File: src/design/xsp_pkg.sv
// shared types and constants of the xoshiro256++ generator with splitmix64 seeding
`timescale 1ns / 1ps
`default_nettype none
package xsp_pkg;

	localparam int unsigned WordW = 64;
	localparam int unsigned FracW = 53;
	localparam int unsigned HalfW = 32;

	localparam logic [WordW-1:0] GOLDEN_STEP = 64'h9e37_79b9_7f4a_7c15;
	localparam logic [WordW-1:0] MIX_MUL_A   = 64'hbf58_476d_1ce4_e5b9;
	localparam logic [WordW-1:0] MIX_MUL_B   = 64'h94d0_49bb_1331_11eb;

	localparam logic REQ_RESEED = 1'b0;
	localparam logic REQ_DRAW   = 1'b1;

	typedef enum logic [3:0] {
		ST_IDLE,
		ST_MUL_LL_A,
		ST_MUL_HL_A,
		ST_MUL_LH_A,
		ST_MIX_B,
		ST_MUL_LL_B,
		ST_MUL_HL_B,
		ST_MUL_LH_B,
		ST_STORE,
		ST_ADVANCE
	} xsp_state_t;

	typedef enum logic [3:0] {
		OP_NONE,
		OP_SEED,
		OP_ADVANCE,
		OP_DRAW,
		OP_MUL_LL,
		OP_MUL_HL,
		OP_MUL_LH,
		OP_MIX_B,
		OP_STORE
	} xsp_op_t;

	typedef struct packed {
		xsp_op_t op;
		logic    use_b;
	} xsp_cmd_t;

	typedef struct packed {
		logic out_free;
	} xsp_status_t;

endpackage
`default_nettype wire

File: src/design/xsp_req_if.sv
// request channel: request type and seed
`timescale 1ns / 1ps
`default_nettype none
interface xsp_req_if;
	logic        valid;
	logic        ready;
	logic        req_type;
	logic [63:0] seed_value;

	modport source (output valid, output req_type, output seed_value, input ready);
	modport sink (input valid, input req_type, input seed_value, output ready);
endinterface
`default_nettype wire

File: src/design/xsp_rsp_if.sv
// result channel: random word and uniform fraction
`timescale 1ns / 1ps
`default_nettype none
interface xsp_rsp_if;
	logic        valid;
	logic        ready;
	logic [63:0] random_word;
	logic [52:0] uniform_fraction;

	modport source (output valid, output random_word, output uniform_fraction, input ready);
	modport sink (input valid, input random_word, input uniform_fraction, output ready);
endinterface
`default_nettype wire

File: src/design/xsp_ctrl.sv
// controller: request acceptance and splitmix64 reseed sequencing
`timescale 1ns / 1ps
`default_nettype none
module xsp_ctrl
	import xsp_pkg::*;
(
	input  wire logic        clk,
	input  wire logic        arst_n,
	input  wire logic        in_valid,
	input  wire logic        in_req_type,
	output      logic        in_ready,
	input  wire xsp_status_t status,
	output      xsp_cmd_t    cmd
);

	xsp_state_t state_q, state_d;
	logic [1:0] round_q, round_d;

	always_ff @(posedge clk or negedge arst_n) begin
		if (!arst_n) begin
			state_q <= ST_IDLE;
			round_q <= 2'd0;
		end else begin
			state_q <= state_d;
			round_q <= round_d;
		end
	end

	always_comb begin
		state_d   = state_q;
		round_d   = round_q;
		in_ready  = 1'b0;
		cmd.op    = OP_NONE;
		cmd.use_b = 1'b0;
		unique case (state_q)
			ST_IDLE: begin
				in_ready = status.out_free;
				if (in_valid && status.out_free) begin
					if (in_req_type == REQ_DRAW) begin
						cmd.op = OP_DRAW;
					end else begin
						cmd.op  = OP_SEED;
						round_d = 2'd0;
						state_d = ST_MUL_LL_A;
					end
				end
			end
			ST_MUL_LL_A: begin
				cmd.op  = OP_MUL_LL;
				state_d = ST_MUL_HL_A;
			end
			ST_MUL_HL_A: begin
				cmd.op  = OP_MUL_HL;
				state_d = ST_MUL_LH_A;
			end
			ST_MUL_LH_A: begin
				cmd.op  = OP_MUL_LH;
				state_d = ST_MIX_B;
			end
			ST_MIX_B: begin
				cmd.op  = OP_MIX_B;
				state_d = ST_MUL_LL_B;
			end
			ST_MUL_LL_B: begin
				cmd.op    = OP_MUL_LL;
				cmd.use_b = 1'b1;
				state_d   = ST_MUL_HL_B;
			end
			ST_MUL_HL_B: begin
				cmd.op    = OP_MUL_HL;
				cmd.use_b = 1'b1;
				state_d   = ST_MUL_LH_B;
			end
			ST_MUL_LH_B: begin
				cmd.op    = OP_MUL_LH;
				cmd.use_b = 1'b1;
				state_d   = ST_STORE;
			end
			ST_STORE: begin
				cmd.op = OP_STORE;
				if (round_q == 2'd3) begin
					round_d = 2'd0;
					state_d = ST_IDLE;
				end else begin
					round_d = round_q + 2'd1;
					state_d = ST_ADVANCE;
				end
			end
			ST_ADVANCE: begin
				cmd.op  = OP_ADVANCE;
				state_d = ST_MUL_LL_A;
			end
			default: begin
				state_d = ST_IDLE;
			end
		endcase
	end

endmodule
`default_nettype wire

File: src/design/xsp_datapath.sv
// datapath: generator state, splitmix64 mixer on a shared 32x32 multiplier, output register
`timescale 1ns / 1ps
`default_nettype none
module xsp_datapath
	import xsp_pkg::*;
(
	input  wire logic              clk,
	input  wire logic              arst_n,
	input  wire xsp_cmd_t          cmd,
	output      xsp_status_t       status,
	input  wire logic [WordW-1:0]  seed_value,
	output      logic              out_valid,
	input  wire logic              out_ready,
	output      logic [WordW-1:0]  random_word,
	output      logic [FracW-1:0]  uniform_fraction
);

	logic [WordW-1:0] s0_q, s1_q, s2_q, s3_q;
	logic [WordW-1:0] counter_q, z_q, acc_q;
	logic             out_valid_q;
	logic [WordW-1:0] word_q;

	logic [WordW-1:0] ctr_next, ctr_mix;
	logic [WordW-1:0] mul_const;
	logic [HalfW-1:0] mul_a, mul_b;
	logic [WordW-1:0] mul_p;
	logic [WordW-1:0] mix_b, mix_out;

	logic [WordW-1:0] draw_sum, draw_word;
	logic [WordW-1:0] t2, t3, t1, t0, n2, n3;

	// splitmix64 counter step and first xor-shift
	assign ctr_next = ((cmd.op == OP_SEED) ? seed_value : counter_q) + GOLDEN_STEP;
	assign ctr_mix  = ctr_next ^ (ctr_next >> 30);
	assign mix_b    = acc_q ^ (acc_q >> 27);
	assign mix_out  = acc_q ^ (acc_q >> 31);

	// 64x64 low product from three 32x32 partial products
	assign mul_const = cmd.use_b ? MIX_MUL_B : MIX_MUL_A;
	always_comb begin
		mul_a = z_q[HalfW-1:0];
		mul_b = mul_const[HalfW-1:0];
		if (cmd.op == OP_MUL_HL) begin
			mul_a = z_q[WordW-1:HalfW];
		end
		if (cmd.op == OP_MUL_LH) begin
			mul_b = mul_const[WordW-1:HalfW];
		end
	end
	assign mul_p = {{HalfW{1'b0}}, mul_a} * {{HalfW{1'b0}}, mul_b};

	// xoshiro256++ output and state update
	assign draw_sum  = s0_q + s3_q;
	assign draw_word = {draw_sum[40:0], draw_sum[63:41]} + s0_q;
	assign t2        = s2_q ^ s0_q;
	assign t3        = s3_q ^ s1_q;
	assign t1        = s1_q ^ t2;
	assign t0        = s0_q ^ t3;
	assign n2        = t2 ^ {s1_q[46:0], 17'd0};
	assign n3        = {t3[18:0], t3[63:19]};

	always_ff @(posedge clk or negedge arst_n) begin
		if (!arst_n) begin
			s0_q        <= '0;
			s1_q        <= '0;
			s2_q        <= '0;
			s3_q        <= '0;
			out_valid_q <= 1'b0;
		end else begin
			unique case (cmd.op)
				OP_DRAW: begin
					s0_q <= t0;
					s1_q <= t1;
					s2_q <= n2;
					s3_q <= n3;
				end
				OP_STORE: begin
					// first word out of the mixer ends up in s0 after four rounds
					s0_q <= s1_q;
					s1_q <= s2_q;
					s2_q <= s3_q;
					s3_q <= mix_out;
				end
				OP_NONE, OP_SEED, OP_ADVANCE, OP_MUL_LL, OP_MUL_HL, OP_MUL_LH,
				OP_MIX_B: begin
				end
				default: begin
				end
			endcase
			if (cmd.op == OP_DRAW) begin
				out_valid_q <= 1'b1;
			end else if (out_ready) begin
				out_valid_q <= 1'b0;
			end
		end
	end

	always_ff @(posedge clk) begin
		unique case (cmd.op)
			OP_SEED, OP_ADVANCE: begin
				counter_q <= ctr_next;
				z_q       <= ctr_mix;
			end
			OP_MUL_LL: begin
				acc_q <= mul_p;
			end
			OP_MUL_HL, OP_MUL_LH: begin
				acc_q <= acc_q + {mul_p[HalfW-1:0], {HalfW{1'b0}}};
			end
			OP_MIX_B: begin
				z_q <= mix_b;
			end
			OP_DRAW: begin
				word_q <= draw_word;
			end
			OP_NONE, OP_STORE: begin
			end
			default: begin
			end
		endcase
	end

	assign status.out_free  = !out_valid_q || out_ready;
	assign out_valid        = out_valid_q;
	assign random_word      = word_q;
	assign uniform_fraction = word_q[WordW-1:WordW-FracW];

endmodule
`default_nettype wire

File: src/design/xoshiro256pp_splitmix_prng.sv
// draw: result registered in the output register in the cycle after the transfer, one draw per cycle
// while the result side keeps up; a full output register that is not taken holds requests
// reseed: four splitmix64 rounds on the shared 32x32 multiplier after the transfer, with a
// counter step between rounds; no result, no request taken meanwhile
// reset: asynchronous, clears the generator state to zero and empties the output register
`timescale 1ns / 1ps
`default_nettype none
module xoshiro256pp_splitmix_prng
	import xsp_pkg::*;
(
	input  wire logic clk,
	input  wire logic arst_n,
	xsp_req_if.sink   req,
	xsp_rsp_if.source rsp
);

	xsp_cmd_t    cmd;
	xsp_status_t status;
	logic        in_ready;

	xsp_ctrl u_ctrl (
		.clk         (clk),
		.arst_n      (arst_n),
		.in_valid    (req.valid),
		.in_req_type (req.req_type),
		.in_ready    (in_ready),
		.status      (status),
		.cmd         (cmd)
	);

	xsp_datapath u_datapath (
		.clk              (clk),
		.arst_n           (arst_n),
		.cmd              (cmd),
		.status           (status),
		.seed_value       (req.seed_value),
		.out_valid        (rsp.valid),
		.out_ready        (rsp.ready),
		.random_word      (rsp.random_word),
		.uniform_fraction (rsp.uniform_fraction)
	);

	assign req.ready = in_ready;

endmodule
`default_nettype wire

File: src/flat_wrapper.sv
// flat-port wrapper written by rule: the top's interface ports become plain ports
module xoshiro256pp_splitmix_prng_flat import xsp_pkg::*;
  (clk, arst_n, req_valid, req_req_type, req_seed_value, req_ready, rsp_valid, rsp_random_word, rsp_uniform_fraction, rsp_ready);
  xsp_req_if req_i ();
  xsp_rsp_if rsp_i ();
  input  wire logic clk;
  input  wire logic arst_n;
  input wire logic [$bits(req_i.valid)-1:0] req_valid;
  input wire logic [$bits(req_i.req_type)-1:0] req_req_type;
  input wire logic [$bits(req_i.seed_value)-1:0] req_seed_value;
  output wire logic [$bits(req_i.ready)-1:0] req_ready;
  output wire logic [$bits(rsp_i.valid)-1:0] rsp_valid;
  output wire logic [$bits(rsp_i.random_word)-1:0] rsp_random_word;
  output wire logic [$bits(rsp_i.uniform_fraction)-1:0] rsp_uniform_fraction;
  input wire logic [$bits(rsp_i.ready)-1:0] rsp_ready;
  assign req_i.valid = req_valid;
  assign req_i.req_type = req_req_type;
  assign req_i.seed_value = req_seed_value;
  assign req_ready = req_i.ready;
  assign rsp_valid = rsp_i.valid;
  assign rsp_random_word = rsp_i.random_word;
  assign rsp_uniform_fraction = rsp_i.uniform_fraction;
  assign rsp_i.ready = rsp_ready;
  xoshiro256pp_splitmix_prng u_core (.clk(clk), .arst_n(arst_n), .req(req_i), .rsp(rsp_i));
endmodule
File: config.mk
export PLATFORM = sky130hd
export DESIGN_NAME = xoshiro256pp_splitmix_prng_flat
export DESIGN_NICKNAME = d
export VERILOG_FILES = /design/src/design/xsp_pkg.sv /design/src/design/xsp_req_if.sv /design/src/design/xsp_rsp_if.sv /design/src/design/xsp_ctrl.sv /design/src/design/xsp_datapath.sv /design/src/design/xoshiro256pp_splitmix_prng.sv /design/src/flat_wrapper.sv
export SDC_FILE = /design/constraint.sdc
export NUM_CORES = 2
export LEC_CHECK = 0
export BUFFER_PORTS_ARGS = -buffer_cell sky130_fd_sc_hd__buf_2
export CELL_PAD_IN_SITES_DETAIL_PLACEMENT = 1
export CELL_PAD_IN_SITES_GLOBAL_PLACEMENT = 1
export CORE_MARGIN = 3
export CORE_UTILIZATION = 35
export CTS_CLUSTER_DIAMETER = 50
export CTS_CLUSTER_SIZE = 8
export DETAILED_ROUTE_END_ITERATION = 8
export PLACE_DENSITY_LB_ADDON = 0.1
export SYNTH_ARGS = -nofsm -noshare
export SYNTH_HDL_FRONTEND = slang
export SYNTH_SLANG_ARGS = --single-unit
File: constraint.sdc
create_clock -name clk -period 15 [get_ports clk]
set_clock_uncertainty 0.05 [all_clocks]
set_input_delay 1.5 -clock clk [delete_from_list [all_inputs] [get_ports clk]]
set_output_delay 1.5 -clock clk [all_outputs]
set_load 0.01 [all_outputs]
# --- Word-level counts from Yosys, hierarchy flattened ---
# Index checks and enable logic that the tools add are counted.
word_totals:
  regBits: 519
  in_bits: 69
  elab_cells: 87
classes:
  add_sub_neg: 5
  n_mul: 1
  eq_ne: 20
  muxes: 25
  n_bitwise: 8
  reduce_logical: 17
ops:
  columns: ["cell", "count"]
  rows:
  - ["64-bit one-hot mux with 2 select lines", 6]
  - ["64-bit XOR", 5]
  - ["64-bit adder", 3]
  - ["64-bit adder (second input constant)", 1]
  - ["32-bit by 32-bit multiplier with 64-bit output", 1]
  - ["32-bit 2-to-1 mux", 2]
  - ["64-bit 2-to-1 mux", 1]
  - ["64-bit by 33-bit XOR with 64-bit output", 1]
  - ["64-bit by 34-bit XOR with 64-bit output", 1]
  - ["64-bit by 37-bit XOR with 64-bit output", 1]
  - ["62-bit 2-to-1 mux", 1]
  - ["4-bit one-hot mux with 10 select lines", 1]
  - ["4-bit by 3-bit equality test with 1-bit output (second input constant)", 8]
  - ["4-bit one-hot mux with 7 select lines", 1]
  - ["4-bit by 2-bit equality test with 1-bit output (second input constant)", 4]
  - ["4-bit 2-to-1 mux", 4]
  - ["4-bit equality test (second input constant)", 3]
  - ["2-bit nonzero test", 5]
  - ["2-bit OR reduction", 5]
  - ["4-bit by 1-bit equality test with 1-bit output (second input constant)", 2]
  - ["2-bit 2-to-1 mux", 4]
  - ["4-bit logical NOT", 1]
  - ["1-bit 2-to-1 mux", 4]
  - ["2-bit inequality test (second input constant)", 2]
  - ["other kinds (9)", 9]

# --- Depth between registers and ports, before layout ---
depth:
  depth_word: 10
  depth_mapped: 45

# --- Cells and area by module ---
# Synthesis repeated with hierarchy kept, for this count alone.
unflattened:
  hier_cells: 7558
  hier_area_um2: 68091.6
by_module_without_submodules:
  columns: ["mod", "instances", "cells_per_inst", "area_per_inst_um2"]
  rows:
  - ["xsp_datapath", 1, 7517, 67707.4]
  - ["xsp_ctrl", 1, 41, 384.1]

# --- Worst setup path before layout ---
# Ideal clock, no wire load.
synth_path:
  kind: "register -> register"
  start: "register u_core.u_ctrl.state_q[3]"
  end: "register u_core.u_datapath.acc_q[62], data pin"
  setup_ns: 0.182
  arrival_ns: 10.364
  required_time_ns: 14.768
  slack_ns: 4.404
  path_stages_with_launch: 36
  path_buffers: 3
  path_cell_list: "dfrtp_1 > nand2b_1 > nor2_1 > clkbuf_1 > buf_1 > mux2i_1 > inv_1 > nand2_1 > fa_1 > inv_1 > fa_1 > inv_1 > fa_1 > fa_1 > inv_1 > fa_1 > ha_1 > fa_1 > fa_1 > ha_1 > clkbuf_1 > and4_1 > nand2_1 > a2111o_1 > nand4b_1 > a31oi_1 > xnor2_1 > ha_1 > a2111oi_0 > a21oi_1 > o41a_1 > a221o_1 > a31oi_1 > and3_1 > nor4_1 > nor4b_1"
synth_via:
  elab_chain_len: 8
  word_cells_on_any_way: 26
synth_lines:
  columns: ["element", "line", "text"]
  rows:
  - ["from (decl)", "xsp_ctrl.sv:16", "xsp_state_t state_q, state_d;"]
  - ["from (signal assigned)", "xsp_ctrl.sv:24", "state_q <= state_d;"]
  - ["4-bit by 3-bit equality test with 1-bit output, or another cell as far along", "xsp_ctrl.sv:35", "unique case (state_q)"]
  - ["2-bit OR reduction (no line) or 3-bit OR reduction (tied branches)", null, null]
  - ["4-bit one-hot mux with 7 select lines or 1-bit 2-to-1 mux (tied branches)", "xsp_ctrl.sv:35", null]
  - ["4-bit by 3-bit equality test with 1-bit output, or another cell as far along", "xsp_datapath.sv:43, xsp_datapath.sv:99", null]
  - ["32-bit 2-to-1 mux, on equally long branches", "xsp_datapath.sv:43, xsp_datapath.sv:46", null]
  - ["32-bit by 32-bit multiplier with 64-bit output", "xsp_datapath.sv:50", "assign mul_p = {{HalfW{1'b0}}, mul_a} * {{HalfW{1'b0}}, mul_b};"]
  - ["64-bit adder", "xsp_datapath.sv:108", "acc_q <= acc_q + {mul_p[HalfW-1:0], {HalfW{1'b0}}};"]
  - ["64-bit one-hot mux with 2 select lines (*)", "xsp_datapath.sv:99", "unique case (cmd.op)"]
  - ["to (signal assigned)", "xsp_datapath.sv:105", "acc_q <= mul_p;"]
  - ["to (signal assigned)", "xsp_datapath.sv:108", null]
  - ["to (decl)", "xsp_datapath.sv:19", "logic [WordW-1:0] counter_q, z_q, acc_q;"]
# Mark *: on every way between the ends. The rest lies on a longest branch, timed or not.
# A chain may end at the register's enable or synchronous reset.

# --- Worst setup path in the final report ---
# Ends and elaborated chain as after synthesis.

==> impl_metrics.tcl <==
set metrics [dict create \
    netlist_top_cells_count "1002 x inv_1, 825 x fa_1, 658 x nor2_1" \
    gp_congestion 0.943 \
    final_antenna_net_count 0 \
    cts_made_buffers 97 \
    crit_required_ps 15390 \
    crit_top_cell "fa_1" \
    post-cts-setup-buffers 0 \
    chipWidth_um 449 \
    synth_edf_count 256 \
    min_period_over_period_pct 82.9 \
    worst-setup-path-type "reg -> reg" \
    fp-row-count 162 \
    synth_area_um2 68800 \
    drc 0 \
    antenna_found_initial 5 \
    synth.distinct_cells 110 \
    synth_seq_cells 519 \
    hold_buffers 0 \
    yosysTopAreaCell "fa_1" \
    cp.arrival_ps 12810 \
    rsz0062_at_grt "no" \
    cts.sinks 519 \
    fin_nets 8823 \
    synth_nets 8988 \
    grt_pass1_wl_mm 431 \
    synth_ff_type "dfrtp_1" \
    wl_mm 295 \
    clockRootBuffer "clkbuf_16" \
    vias_per_cell 5.62 \
    worstMarginPinSlew_ps 1130 \
    die_y_um 449 \
    syn-instance-count 7595 \
    io_pins 188 \
    cap_violations 0 \
    ys_warn_count 0 \
    cts_tree "done" \
    relSlewSlack_pct 22.8 \
    period_needed_ps 12430 \
    fin_tns_setup_ps 0 \
    detail_route.iter0.violations 4287 \
    critPathMaxFanout 26 \
    setup_violations 0 \
    num_vias 56900 \
    synth.top_cell.area_share_pct 24.0 \
    fmax_mhz 80.5 \
    fin_util_pct 38.3 \
    timing.final.max_slew_violations 0 \
    start_util_pct 35.3 \
    cts_resized 0 \
    hold_class "reg -> reg" \
    hold_violations 0 \
    area_growth_pct 8.51 \
    cp-start-kind "flop" \
    postSynthAreaPerCell_um2 9.06 \
    hpwl_mm 240 \
    synth.area.top_cells "fa_1 24%, edfxtp_1 11%, dfrtp_1 9.6%" \
    die-area_um2 202000 \
    drtPass1Iterations 7 \
    clk_latency_ps 700 \
    routedWlPerCell_um 29.1 \
    yosysMostFrequentCell "inv_1" \
    core_um2 195000 \
    portBuffers 187 \
    worstSetupEndpointType "flop" \
    outcome "finished, final reports clean" \
    grt_pass1_vias 60300 \
    slowest_stage "mux2i_1" \
    track_usage_pct 28.9 \
    grt_max_degree 173 \
    clock_path_buffers 3 \
    async_flop_share_pct 50.7 \
    fill_cells 22400 \
    critPathMaxStageDelay_ps 980 \
    overflow 0 \
    clk_pin_slew_ps 50 \
    drive_gt1_share_pct 6.97 \
    htree_levels 3 \
    ys_seq_area_share_pct 20.7 \
]
## critical path, delay by kind of cell (launching register included)
| family | cells | cell delay (ps) |
|---|---|---|
| flops | 1 | 560 |
| simple gates | 9 | 2270 |
| xor+xnor | 1 | 290 |
| buf+inv | 5 | 1590 |
| compound gates | 7 | 2440 |
| fa+ha+maj | 10 | 3930 |
| mux | 1 | 980 |
## registers in the layout (all words and copies together), names as in the netlist
register,cells
u_core.u_datapath.s2_q,64
u_core.u_datapath.z_q,64
u_core.u_datapath.s0_q,64
u_core.u_ctrl.round_q,2
u_core.u_datapath.s1_q,64
u_core.u_datapath.out_valid,1
u_core.u_datapath.acc_q,64
u_core.u_datapath.s3_q,64
u_core.u_datapath.random_word,64
u_core.u_ctrl.state_q,4
u_core.u_datapath.counter_q,64
## routing by layer
metal	vias to the layer above	wire length [um]	GRT usage, %
met3	416	14500	3.81
met4	0	13900	11.6
li1	25200	-	-
met1	29700	130000	39.0
met2	1593	136000	46.8
met5	-	0	0
## kinds of logic after synthesis
family                     share of synthesized area (%)
muxes                                               1.73
buffers and inverters                               8.74
AOI/OAI and AO/OA                                   15.3
DFF                                                 20.7
adders and majority gates                           33.1
xor gates and xnor gates                            6.96
and+or+nand+nor                                     13.5
## path summary, 6_finish.rpt
| check | from | endpoint | slack (ps) | cells after the start |
|---|---|---|---|---|
| worst min-delay path | u_core.u_ctrl.round_q[1]$_DFFE_PN0P_ | u_core.u_ctrl.round_q[1]$_DFFE_PN0P_ | 460 | 1 |
| worst max register to register | u_core.u_ctrl.state_q[3]$_DFFE_PN0P_ | u_core.u_datapath.acc_q[62]$_DFFE_PP_ | 2570 | 33 |
| min in group asynchronous | arst_n | u_core.u_datapath.out_valid$_DFFE_PN0P_ | 870 | 1 |
| worst max-delay path | u_core.u_ctrl.state_q[3]$_DFFE_PN0P_ | u_core.u_datapath.acc_q[62]$_DFFE_PP_ | 2570 | 33 |
| worst min register to register | u_core.u_ctrl.round_q[1]$_DFFE_PN0P_ | u_core.u_ctrl.round_q[1]$_DFFE_PN0P_ | 460 | 1 |
| max in group asynchronous | arst_n | u_core.u_datapath.s1_q[58]$_DFFE_PN0P_ | 12500 | 2 |
## layout make-up
class                           instances  area (um2)  share of cell area [%]
Multi-Input combinational cell       5551       48700                    65.2
Sequential cell                       519       14300                    19.1
Inverter                             1012        3810                    5.10
Tap cell                             2624        3280                    4.40
Clock buffer                          132        2730                    3.66
Timing Repair Buffer                  249        1460                    1.95
Clock inverter                         44         470                   0.630
Antenna cell                            1        2.50                 0.00335
## cell usage in the layout, fill, tap and decap left out, drive strengths merged, types with 39 or more instances in the layout
cell	n
clkbuf	132
buf	249
nor2	661
nand3	65
edfxtp	256
nand4	69
fa	825
o31ai	41
xor2	199
a31oi	101
nor3	244
nor2b	63
o221ai	77
and2	127
o21ai	296
ha	499
a21oi	459
nand2b	97
a21o	144
a211oi	49
a311oi	50
a221o	99
o21a	40
mux2i	80
inv	1010
nand2	512
xnor2	341
dfrtp	263
o21bai	39
## per-stage QoR
step / cell area (um2) / worst slack, ps / hold WS, ps / instances
6_report: 74700 / 2570 / 457 / 10100
4_1_cts: 74700 / 2840 / 460 / 10100
3_3_place_gp: 71400 / 2650 / 431 / 9954
3_5_place_dp: 71500 / 2870 / 439 / 9955
5_1_grt: 74700 / 2080 / 487 / 10100
2_1_floorplan: 68800 / 4400 / 412 / 7595
Power is not shown: default switching activity piles up to over one toggle a cycle in this logic, so the estimate is an artifact.
